**src/hw/rtl/tlr_pkg.sv**
```systemverilog
// shared types, constants and controller codes for the triplet loss block
// no dependencies; used by the interfaces and every module
package tlr_pkg;

	localparam int SUM_W        = 48;
	localparam int ELEM_W       = 16;
	localparam int SQ_W         = 32;
	localparam int MARGIN_W     = 32;
	localparam int WEIGHT_W     = 16;
	localparam int CFG_IDX_W    = 8;
	localparam int CFG_DATA_W   = 32;
	localparam int MAX_BATCH_DEF = 256;

	localparam logic [SUM_W-1:0]    SUM_MAX      = {SUM_W{1'b1}};
	localparam logic [MARGIN_W-1:0] MARGIN_RESET = 32'd3355443;
	localparam logic [WEIGHT_W-1:0] WEIGHT_RESET = 16'd410;

	// register indexes on the configuration port
	localparam logic [CFG_IDX_W-1:0] CFG_MARGIN     = 8'd0;
	localparam logic [CFG_IDX_W-1:0] CFG_REG_WEIGHT = 8'd1;

	typedef struct packed {
		logic signed [ELEM_W-1:0] anchor_elem;
		logic signed [ELEM_W-1:0] positive_elem;
		logic signed [ELEM_W-1:0] negative_elem;
		logic signed [ELEM_W-1:0] anchor_ref_elem;
		logic signed [ELEM_W-1:0] positive_ref_elem;
		logic signed [ELEM_W-1:0] negative_ref_elem;
		logic                     vector_end;
		logic                     batch_end;
	} elem_t;

	typedef struct packed {
		logic [SUM_W-1:0] sample_loss;
		logic             hinge_active;
		logic [SUM_W-1:0] batch_mean;
		logic             batch_done;
	} res_t;

	typedef enum logic [3:0] {
		ST_IDLE,
		ST_DRAIN,
		ST_HINGE,
		ST_MULHI,
		ST_REGSAT,
		ST_LOSS,
		ST_BATCH,
		ST_DIVGO,
		ST_DIV,
		ST_OUT
	} state_t;

	typedef struct packed {
		logic take;
		logic hinge;
		logic mul_hi;
		logic reg_sat;
		logic loss;
		logic batch;
		logic div_start;
		logic load_out;
	} cmd_t;

	typedef struct packed {
		logic closes;
		logic div_done;
		logic out_free;
	} status_t;

endpackage

```
**src/hw/rtl/tlr_ctrl.sv**
```systemverilog
// controller: streams elements, then sequences the end-of-sample steps
// depends on tlr_pkg for state, command and status types
module tlr_ctrl (
	input  logic             clk,
	input  logic             arst_n,
	input  logic             elem_valid,
	input  logic             elem_vec_end,
	output logic             elem_ready,
	input  tlr_pkg::status_t status,
	output tlr_pkg::cmd_t    cmd
);
	import tlr_pkg::*;

	state_t state_q;
	state_t state_d;

	always_ff @(posedge clk or negedge arst_n) begin
		if (!arst_n) begin
			state_q <= ST_IDLE;
		end else begin
			state_q <= state_d;
		end
	end

	always_comb begin
		state_d    = state_q;
		cmd        = '0;
		elem_ready = 1'b0;
		unique case (state_q)
			ST_IDLE: begin
				elem_ready = 1'b1;
				cmd.take   = elem_valid;
				if (elem_valid && elem_vec_end) begin
					state_d = ST_DRAIN;
				end
			end
			// last element's squares land in the sums
			ST_DRAIN: begin
				state_d = ST_HINGE;
			end
			ST_HINGE: begin
				cmd.hinge = 1'b1;
				state_d   = ST_MULHI;
			end
			ST_MULHI: begin
				cmd.mul_hi = 1'b1;
				state_d    = ST_REGSAT;
			end
			ST_REGSAT: begin
				cmd.reg_sat = 1'b1;
				state_d     = ST_LOSS;
			end
			ST_LOSS: begin
				cmd.loss = 1'b1;
				state_d  = ST_BATCH;
			end
			ST_BATCH: begin
				cmd.batch = 1'b1;
				state_d   = status.closes ? ST_DIVGO : ST_OUT;
			end
			ST_DIVGO: begin
				cmd.div_start = 1'b1;
				state_d       = ST_DIV;
			end
			ST_DIV: begin
				if (status.div_done) begin
					state_d = ST_OUT;
				end
			end
			ST_OUT: begin
				if (status.out_free) begin
					cmd.load_out = 1'b1;
					state_d      = ST_IDLE;
				end
			end
			default: begin
				state_d = ST_IDLE;
			end
		endcase
	end

endmodule

```
**config.mk**
```make
export PLATFORM = sky130hd
export DESIGN_NAME = tlr_ctrl
export DESIGN_NICKNAME = d
export VERILOG_FILES = /design/src/hw/rtl/tlr_pkg.sv /design/src/hw/rtl/tlr_ctrl.sv
export SDC_FILE = /design/constraint.sdc
export NUM_CORES = 1
export LEC_CHECK = 0
export ABC_AREA = 1
export BUFFER_PORTS_ARGS = -buffer_cell sky130_fd_sc_hd__buf_2
export CAP_MARGIN = 0
export CORE_AREA = 10 10 47 49
export DETAILED_ROUTE_END_ITERATION = 10
export DIE_AREA = 0 0 57 59
export HOLD_SLACK_MARGIN = 0.15
export RECOVER_POWER = 50
export SYNTH_ARGS = -nofsm -noshare
export SYNTH_HDL_FRONTEND = slang
export SYNTH_SLANG_ARGS = --single-unit
```
**constraint.sdc**
```tcl
create_clock -name clk -period 1.4 [get_ports clk]
set_clock_uncertainty 0.1 [all_clocks]
set_input_delay 0.28 -clock clk [delete_from_list [all_inputs] [get_ports clk]]
set_output_delay 0.28 -clock clk [all_outputs]
set_load 0.01 [all_outputs]
```
; Word-level counts from Yosys, hierarchy flattened
; Cells that the tools add are included.
[word_totals]
reg_bits = 4
inputBits = 7
out_inout_bits = 9
word_cells = 31
[op_classes]
n_eq_ne = 12
n_mux = 15
n_reduce_logical = 3
[op_table]
columns = op, n
row1 = 4-bit one-hot mux with 10 select lines, 1
row2 = 4-bit by 3-bit equality test with 1-bit output (second input constant), 4
row3 = 4-bit 2-to-1 mux, 4
row4 = 1-bit 2-to-1 mux, 10
row5 = 4-bit by 2-bit equality test with 1-bit output (second input constant), 2
row6 = 4-bit equality test (second input constant), 2
row7 = 2-bit inequality test (second input constant), 3
row8 = 4-bit by 1-bit equality test with 1-bit output (second input constant), 1
row9 = 4-bit logical NOT, 1
row10 = 3-bit AND reduction, 1
row11 = 1-bit logical AND, 1

; Depth between registers and ports, before layout
; Gate-level depths: netlist of run 1.
[depth]
ltp_word = 3
mapped_depth = 8
depth_no_buf = 8

; Worst setup path after synthesis of run 1
; Ideal clock, no wire load.
[synth_path]
kind = flip-flop to output port
start = reg state_q[0]
end = out cmd[7] (netlist name)
arrival_ns = 0.927
required_time_ns = 1.020
slack_ns = 0.093
path_stages_with_launch = 4
n_path_buf = 0
path_cell_list = dfrtp_1 -> nor2_1 -> nand2_1 -> nor2_1
[synth_rtl]
columns = element, line_no
row1 = from (decl), tlr_ctrl.sv:14  ; state_t state_q;
row2 = from (signal assigned), tlr_ctrl.sv:21  ; state_q <= state_d;
row3 = to (decl), tlr_ctrl.sv:10  ; output tlr_pkg::cmd_t cmd

==> reports/results.tsv, run 1 <==
stage	metric	value	unit
placement	dpl_cell_area	435	um^2
timing	report.final.slew_viol_count	0	
worst_setup_path	cp-startpoint	state_q[3]	
cells_and_area	largest_reg_flops	4	
floorplan	io_pins	16	
power	max-vdd-ir-drop	1.04	mV
worst_setup_path	critical_path_arrival	1.17	ns
cells_and_area	final_util	46.1	%
floorplan	core	1400	um^2
cells_and_area	antenna_cells	0	
worst_setup_path	crit_fanout	5	
logic_synthesis	synth_nets	66	
logic_synthesis	syn-cell-area	333	um^2
grt	grt-ovfl-total	0	
logic_synthesis	ys_top_cells_by_area	dfrtp_1 (30%), nand2_1 (23%), inv_1 (12%)	
outcome	violations	negative setup slack	
power	p_sw	0.000697	W
route	vias	474	
power	clkPwrFrac	9.9	%
grt	grt_pass1_vias	457	
power	cellInternalPower	0.000775	W
worst_setup_path	critPathBufInv	1	
cells_and_area	largestRegisters	state_q: 4 flops	
worst_setup_path	timing.rr.start	state_q[2]	
cells_and_area	final_area	646	um^2
logic_synthesis	synth_seq_cells	4	
logic_synthesis	yosys.area.top_type_share	30.1	%
worst_setup_path	worstSetupPathType	flop to output port	
logic_synthesis	yosys_most_used_dff	dfrtp_1	
worst_setup_path	crit_chain	nor2_4, nand2_2, nor2_1, buf_2	
floorplan	dieArea	3360	um^2
floorplan	rows	14	
placement	port_buffers	15	
clock_network	clk_pin_slew	0.04	ns
clock_network	cts-root-buf	clkbuf_4	
logic_synthesis	synthDistinctLibCells	14	
clock_network	cts_buffer_depth	2	
grt	grt_pass1_wl	1840	um
logic_synthesis	synth_top_area_cell	dfrtp_1	
worst_setup_path	worstSetupEndpointType	output port	
power	seqPwrFrac	20.7	%
floorplan	start_util	23.7	%
placement	gp_congestion	0.749	
logic_synthesis	yosysSeqAreaShare	30.1	%
route	drt_first_pass_iters	4	
grt	antenna_found_initial	0	
floorplan	die_h	59	um
grt	grt_start_max_net_pins	6	
cells_and_area	drive_gt1_share	60.9	%
cells_and_area	nNetsFinal	101	
timing	setup-violations-final	11	
worst_setup_path	cpMaxStageDelayCell	dfrtp_2	
logic_synthesis	synth_most_common_cell	nand2_1	
route	drt_iter0_markers	3	
logic_synthesis	synth_warnings	0	
placement	dp.final_hpwl	803	um
cells_and_area	area_growth	94.0	%
route	drt_wl_total	1230	um
route	vias_per_cell	4.39	
route	drc	0	
floorplan	die_w	57	um
power	leakagePower	0.379	nW
min_path	min_path_type	primary input to flop	
worst_setup_path	cpLargestDelayFamily	flip-flops	
timing	final-hold-violation-count	0	
timing	period_minus_slack	1.55	ns
placement	pre_cts_ws	-0.0312	ns
worst_setup_path	slowest_delay	0.46	ns
clock_network	clock_sinks	4	
timing	fin_crit_sh	110	%
grt	grt_use_total	6.93	%
logic_synthesis	async_reset_ff_share	100	%
logic_synthesis	synth_edf_count	0	
timing	rsz0062_at_grt	yes	
power	powerDensity	2280	nW/um^2
power	combPwrFrac	69.4	%
worst_setup_path	startpoint_type	flop	
worst_setup_path	cp_data_required_time	1.02	ns
flow_run	drv_cap	0	
power	switching_share	47.3	%
cells_and_area	regMostFlops	state_q	
clock_network	cts_tree	yes	
outcome	status	complete, but fails checks	
logic_synthesis	synth_commonest_cells	nand2_1 (20), inv_1 (11), nor2_1 (10)	
timing	slew-limit-headroom	84.5	%
clock_network	numCtsBuffers	3	
timing	tightest_slew	0.231	ns
logic_synthesis	synthCells	59	
clock_network	clk_latency	0.24	ns
logic_synthesis	syn_area_per_cell	5.64	um^2
timing	max_freq	647	MHz
clock_network	h-tree-depth	1	
route	ant_nets	0	
min_path	min_from	status[0]	
route	wire_per_inst	11.4	um
timing	fin_ws	-0.145	ns
tightest hold or removal path, stage by stage:
cell and delay (ns):
buf_2 0.08, inv_1 0.05, nand3_2 0.08, nand2_1 0.06
per-stage QoR:
stage	cells	setup TNS [ns]	power [W]	hold WS, ns
floorplan	59	0	0.000651	-0.116
global placement	91	-0.00291	0.000858	-0.0160
detailed placement	91	-0.0312	0.000867	-0.0147
CTS	105	-1.10	0.00134	0.251
global route	108	-1.90	0.00159	0.272
finish	108	-1.11	0.00147	0.255
routing by layer:
metal | share of wire [%] | global-route usage (%) | up-vias
li1 | - | - | 239
met1 | 44 | 7.65 | 220
met2 | 51 | 10.5 | 13
met3 | 3.9 | 2.15 | 2
met4 | 1.1 | 6.04 | 0
met5 | 0 | 0 | -
what timing repair did:
item | CTS | global route
hold buffers | 1 | 0
buffers inserted | 10 | 3
gates resized for setup | 20 | 9
setup endpoints to repair | 9 | 11
endpoints found under the hold margin | 4 | 0
pin swaps | 9 | 7
layout make-up:
class	instances	area, um^2
inverters	13	50.0
repair buffers	30	211
clock buffers	3	22.5
flip-flops and latches	4	105
multi-input cells	42	236
fillers	156	756
well taps	16	20.0
cells by family (layout without fill, tap and decap cells):
group	after synthesis	after routing	synth area share [%]
DFF	4	4	30.1
and+or+nand+nor	38	38	49.2
buffers and inverters	13	46	14.7
AOI/OAI and AO/OA	4	4	6.01
worst paths after layout:
kind / endpoint / slack, ns / cells after the start
min: state_q[0] / 0.25 / 4
min in group asynchronous: state_q[2] / 0.30 / 2
max in group asynchronous: state_q[0] / 0.70 / 2
max: cmd[7] / -0.15 / 4
max reg2reg: state_q[0] / -0.09 / 11
min reg2reg: state_q[3] / 0.52 / 2
power by group through the flow:
stage,registers (W),clock network (W),logic [W]
after floorplan,0.000228,0,0.000424
after global placement,0.000238,0,0.000619
after detailed placement,0.000242,0,0.000625
after CTS,0.000294,0.000151,0.000894
after global routing,0.000312,0.000160,0.00112
final,0.000305,0.000146,0.00102
cells in the final DEF, fill, tap and decap left out, drive strengths merged, types with 2 or more instances in the layout:
cell / synthesis / routed
nor2: 13 / 13
buf: 0 / 28
o21ai: 3 / 3
nand2: 22 / 22
clkbuf: 0 / 4
nand3: 2 / 2
inv: 12 / 12
dfrtp: 4 / 4
(Power assumes the default switching activity.)
==> run 2: changes to the inputs <==
Settings changed: PLACE_DENSITY set to 0.49.
==> reports/results.tsv, run 2 (synthesized netlist as in run 1, its figures left out) <==
stage	metric	value	unit
worst_setup_path	cpLargestDelayFamily	flip-flops	
worst_setup_path	slowest_delay	0.46	ns
floorplan	die_h	59	um
grt	grt.busiest_layer	met2	
worst_setup_path	cpMaxStageDelayCell	dfrtp_2	
placement	gp_congestion	0.690	
clock_network	cts_tree	yes	
worst_setup_path	crit_fanout	5	
route	vias_per_cell	4.23	
placement	pre_cts_ws	0.0153	ns
grt	grt_use_met1	5.95	%
outcome	status	complete, but fails checks	
floorplan	die_w	57	um
clock_network	cts-root-buf	clkbuf_4	
worst_setup_path	critical_path_arrival	1.15	ns
flow_run	drv_cap	0	
placement	port_buffers	15	
worst_setup_path	worstSetupEndpointType	output port	
grt	globalRouteMet2Util	11.3	%
grt	grt_pass1_wl	1700	um
floorplan	core	1400	um^2
grt	grt_start_max_net_pins	6	
clock_network	numCtsBuffers	3	
cells_and_area	largest_reg_flops	4	
route	ant_nets	0	
timing	tightest_slew	0.226	ns
power	max-vdd-ir-drop	0.741	mV
floorplan	start_util	23.7	%
cells_and_area	area_growth	78.9	%
floorplan	dieArea	3360	um^2
timing	fin_ws	-0.130	ns
timing	period_minus_slack	1.53	ns
cells_and_area	fillers	157	
worst_setup_path	cp_data_required_time	1.02	ns
floorplan	io_pins	16	
route	drt_iter0_markers	2	
clock_network	clk_latency	0.24	ns
timing	slew-limit-headroom	84.8	%
timing	final-hold-violation-count	0	
route	vias	423	
cells_and_area	drive_gt1_share	56.0	%
worst_setup_path	reg2reg_slack	0.01	ns
floorplan	rows	14	
grt	antenna_found_initial	0	
route	wire_per_inst	10.9	um
grt	grt_use_total	6.49	%
route	drt_first_pass_iters	4	
worst_setup_path	worstSetupPathType	flop to output port	
min_path	min_path_type	primary input to flop	
clock_network	clk_pin_slew	0.04	ns
timing	setup-violations-final	9	
cells_and_area	regMostFlops	state_q	
route	drt_wl_total	1090	um
cells_and_area	final_common_cell	nand2_1	
clock_network	h-tree-depth	1	
grt	use_met3	1.93	%
timing	fin_crit_sh	109	%
cells_and_area	antenna_cells	0	
cells_and_area	final_cell_mix	nand2_1 (16), buf_2 (11), inv_1 (8)	
power	powerDensity	2340	nW/um^2
cells_and_area	largestRegisters	state_q: 4 flops	
route	drc	0	
grt	grt_pass1_vias	446	
outcome	violations	negative setup slack	
timing	fin_tns_setup	-1.03	ns
timing	report.final.slew_viol_count	0	
worst_setup_path	critPathBufInv	1	
power	leakagePower	0.357	nW
worst_setup_path	crit_chain	nor3_1, buf_2	
cells_and_area	final_util	42.5	%
timing	max_freq	654	MHz
cells_and_area	nNetsFinal	93	
timing	rsz0062_at_grt	yes	
clock_network	clock_sinks	4	
worst_setup_path	startpoint_type	flop	
clock_network	cts_buffer_depth	2	
placement	dp.final_hpwl	792	um
grt	grt-ovfl-total	0	
## run 2: cell types whose count changed in the layout (fill, tap and decap cells not counted), sizes merged
cell and delta:
buf -8, inv +1, clkinv -1
## run 2: where the power goes
part           internal [W]  total [W]  switching [W]
logic              0.000418   0.000948       0.000529
clock network     0.0000962   0.000149      0.0000530
registers          0.000185   0.000297       0.000111
total              0.000700    0.00139       0.000694
## run 2: timing repair
item,4_1_cts,5_1_grt
hold buffers,1,0
buffers inserted,3,2
resized for setup,11,19
pin swaps,3,5
hold endpoints to repair,4,0
endpoints found under the setup margin,9,11
## run 2: routing by layer
| metal | up-vias | share of wire [%] |
|---|---|---|
| met4 | 0 | 1.6 |
| met2 | 14 | 57 |
| met1 | 184 | 38 |
| li1 | 223 | - |
| met3 | 2 | 3.9 |
| met5 | - | 0 |
## run 2: worst register-to-register path: stages (launching register included)
cell	delay (ns)
dfrtp_2	0.46
nor2_4	0.17
buf_4	0.13
buf_4	0.10
nand3_2	0.08
nand2_2	0.08
nor2_1	0.05
nand2_1	0.06
nand2_1	0.04
## run 2: final timing paths
path                             from          to  cells past startpoint
max reg2reg                state_q[2]  state_q[0]                      8
max in group asynchronous      arst_n  state_q[1]                      2
min                         status[0]  state_q[0]                      4
min reg2reg                state_q[3]  state_q[3]                      2
max                        state_q[3]      cmd[5]                      2
min in group asynchronous      arst_n  state_q[3]                      2
## run 2: layout make-up
class	count	area (um^2)	area share (%)
multi-input cells	42	251	42.2
repair buffers	22	148	24.8
flip-flops and latches	4	105	17.6
inverters	13	48.8	8.19
clock buffers	3	22.5	3.78
well taps	16	20.0	3.36
## run 2: metrics by stage
stage          std cells  hold slack [ns]  instance area (um^2)  total power [W]
2_1_floorplan         59           -0.116                   333         0.000651
3_3_place_gp          92          -0.0121                   443         0.000905
3_5_place_dp          92          -0.0138                   443         0.000899
4_1_cts               99            0.236                   531          0.00123
5_1_grt              100            0.284                   596          0.00150
6_report             100            0.250                   596          0.00139
==> run 3: changes to the inputs <==
Settings changed: PLACE_DENSITY 0.49 to 0.5.
Clock period 1.4 ns to 1.3 ns, I/O delays scaled along.
==> reports/results.tsv, run 3 (synthesized netlist as in run 1, its figures left out) <==
stage	metric	value	unit
placement	pre_cts_ws	-0.0399	ns
floorplan	dieArea	3360	um^2
route	ant_nets	0	
route	drt_iter0_markers	9	
cells_and_area	final_common_cell	nand2_1	
power	leakagePower	0.359	nW
clock_network	clk_latency	0.24	ns
worst_setup_path	reg2regPathDepth	10	
placement	dp.cells	91	
route	wire_per_inst	10.1	um
clock_network	clock_sinks	4	
route	drt_wl_total	1020	um
route	drt_first_pass_iters	4	
floorplan	die_w	57	um
cells_and_area	largest_reg_flops	4	
cells_and_area	final_cell_mix	nand2_1 (17), buf_2 (12), inv_1 (8)	
timing	fin_crit_sh	116	%
timing	report.final.slew_viol_count	0	
clock_network	h-tree-depth	1	
grt	grt-ovfl-total	0	
min_path	hold_depth	4	
power	powerDensity	2400	nW/um^2
clock_network	cts_buffer_depth	2	
worst_setup_path	worstSetupEndpointType	output port	
cells_and_area	fillers	155	
route	wl_met2	476	um
route	drc	0	
worst_setup_path	cpLargestDelayFamily	flip-flops	
floorplan	rows	14	
route	dr_wl_met3	74	um
cells_and_area	regMostFlops	state_q	
clock_network	cts-root-buf	clkbuf_4	
worst_setup_path	slowest_delay	0.45	ns
grt	grt_pass1_wl	1730	um
clock_network	cts_tree	yes	
worst_setup_path	startpoint_type	flop	
grt	grt_start_max_net_pins	6	
placement	gp_congestion	0.797	
worst_setup_path	crit_cells	5	
timing	slew-limit-headroom	86.6	%
power	total_power	0.00142	W
route	vias_per_cell	4.19	
cells_and_area	antenna_cells	0	
worst_setup_path	crit_chain	inv_2, nor2_4, nand2_1, nor2_1, buf_2	
placement	port_buffers	15	
placement	dp.final_hpwl	754	um
outcome	violations	negative setup slack	
timing	fin_ws	-0.203	ns
worst_setup_path	cp_data_required_time	0.94	ns
worst_setup_path	critical_path_arrival	1.14	ns
cells_and_area	drive_gt1_share	58.8	%
floorplan	die_h	59	um
timing	final-hold-violation-count	0	
cells_and_area	final_util	42.3	%
grt	antenna_found_initial	0	
cells_and_area	area_growth	78.2	%
cells_and_area	nNetsFinal	94	
clock_network	numCtsBuffers	3	
outcome	status	complete, but fails checks	
worst_setup_path	cpMaxStageDelayCell	dfrtp_2	
worst_setup_path	crit_fanout	5	
floorplan	start_util	23.7	%
grt	grt_pass1_vias	416	
timing	setup-violations-final	11	
timing	tightest_slew	0.201	ns
timing	rsz0062_at_grt	yes	
timing	period_minus_slack	1.50	ns
worst_setup_path	critPathBufInv	2	
cells_and_area	largestRegisters	state_q: 4 flops	
worst_setup_path	worstSetupPathType	flop to output port	
flow_run	drv_cap	0	
power	max-vdd-ir-drop	1.04	mV
clock_network	clk_pin_slew	0.04	ns
grt	grt_use_total	6.33	%
floorplan	io_pins	16	
cells_and_area	fin_cells	101	
min_path	min_path_type	primary input to flop	
floorplan	core	1400	um^2
route	top_layer	met3	
timing	max_freq	665	MHz
route	met1_length	471	um
route	vias	423	
[run 3: worst reg2reg max path: stages (launching register included)]
cell,delay [ns]
dfrtp_2,0.45
inv_2,0.06
nor2_4,0.13
nand2_1,0.09
buf_4,0.14
buf_4,0.12
nand2_1,0.06
nor2_2,0.04
nand2_1,0.05
nand2_1,0.05
nand2_1,0.06
[run 3: stage by stage]
step	instance area, um^2	hold WS [ns]	TNS (ns)
after floorplan	333	-0.136	0
after global placement	435	-0.0328	-0.0582
after detailed placement	435	-0.0335	-0.0566
after CTS	561	0.232	-1.89
after global routing	593	0.278	-2.72
final	593	0.252	-1.76
[run 3: power by group]
group | switching (W) | internal [W] | total [W]
Clock | 0.0000521 | 0.000103 | 0.000155
Sequential | 0.000120 | 0.000200 | 0.000320
Combinational | 0.000525 | 0.000423 | 0.000948
[run 3: layer usage]
| metal | vias up | GRT usage (%) |
|---|---|---|
| met1 | 183 | 7.54 |
| met3 | 0 | 3.86 |
| met2 | 14 | 9.61 |
| met5 | - | 0 |
| met4 | 0 | 1.01 |
| li1 | 226 | - |
[run 3: area by class of cell]
| class | instances | area (um^2) | share of cell area (%) |
|---|---|---|---|
| tap | 16 | 20.0 | 3.38 |
| timing repair buffer | 23 | 153 | 25.7 |
| clock buffer | 3 | 22.5 | 3.80 |
| sequential | 4 | 105 | 17.7 |
| inverter | 13 | 50.0 | 8.44 |
| multi-input combinational | 42 | 243 | 40.9 |
[run 3: final timing paths]
path,slack [ns],from,to
max,-0.20,state_q[3],cmd[0]
min,0.25,status[0],state_q[0]
max reg2reg,-0.13,state_q[2],state_q[0]
min reg2reg,0.52,state_q[3],state_q[3]
max in group asynchronous,0.63,arst_n,state_q[0]
min in group asynchronous,0.27,arst_n,state_q[3]
[run 3: timing repair]
item                                   in CTS  in global routing
gates resized for setup                    15                 14
hold buffers                                1                  0
setup buffers                               7                  0
pin swaps                                   6                  2
endpoints found under the hold margin       4                  0
setup endpoints to repair                  10                 13
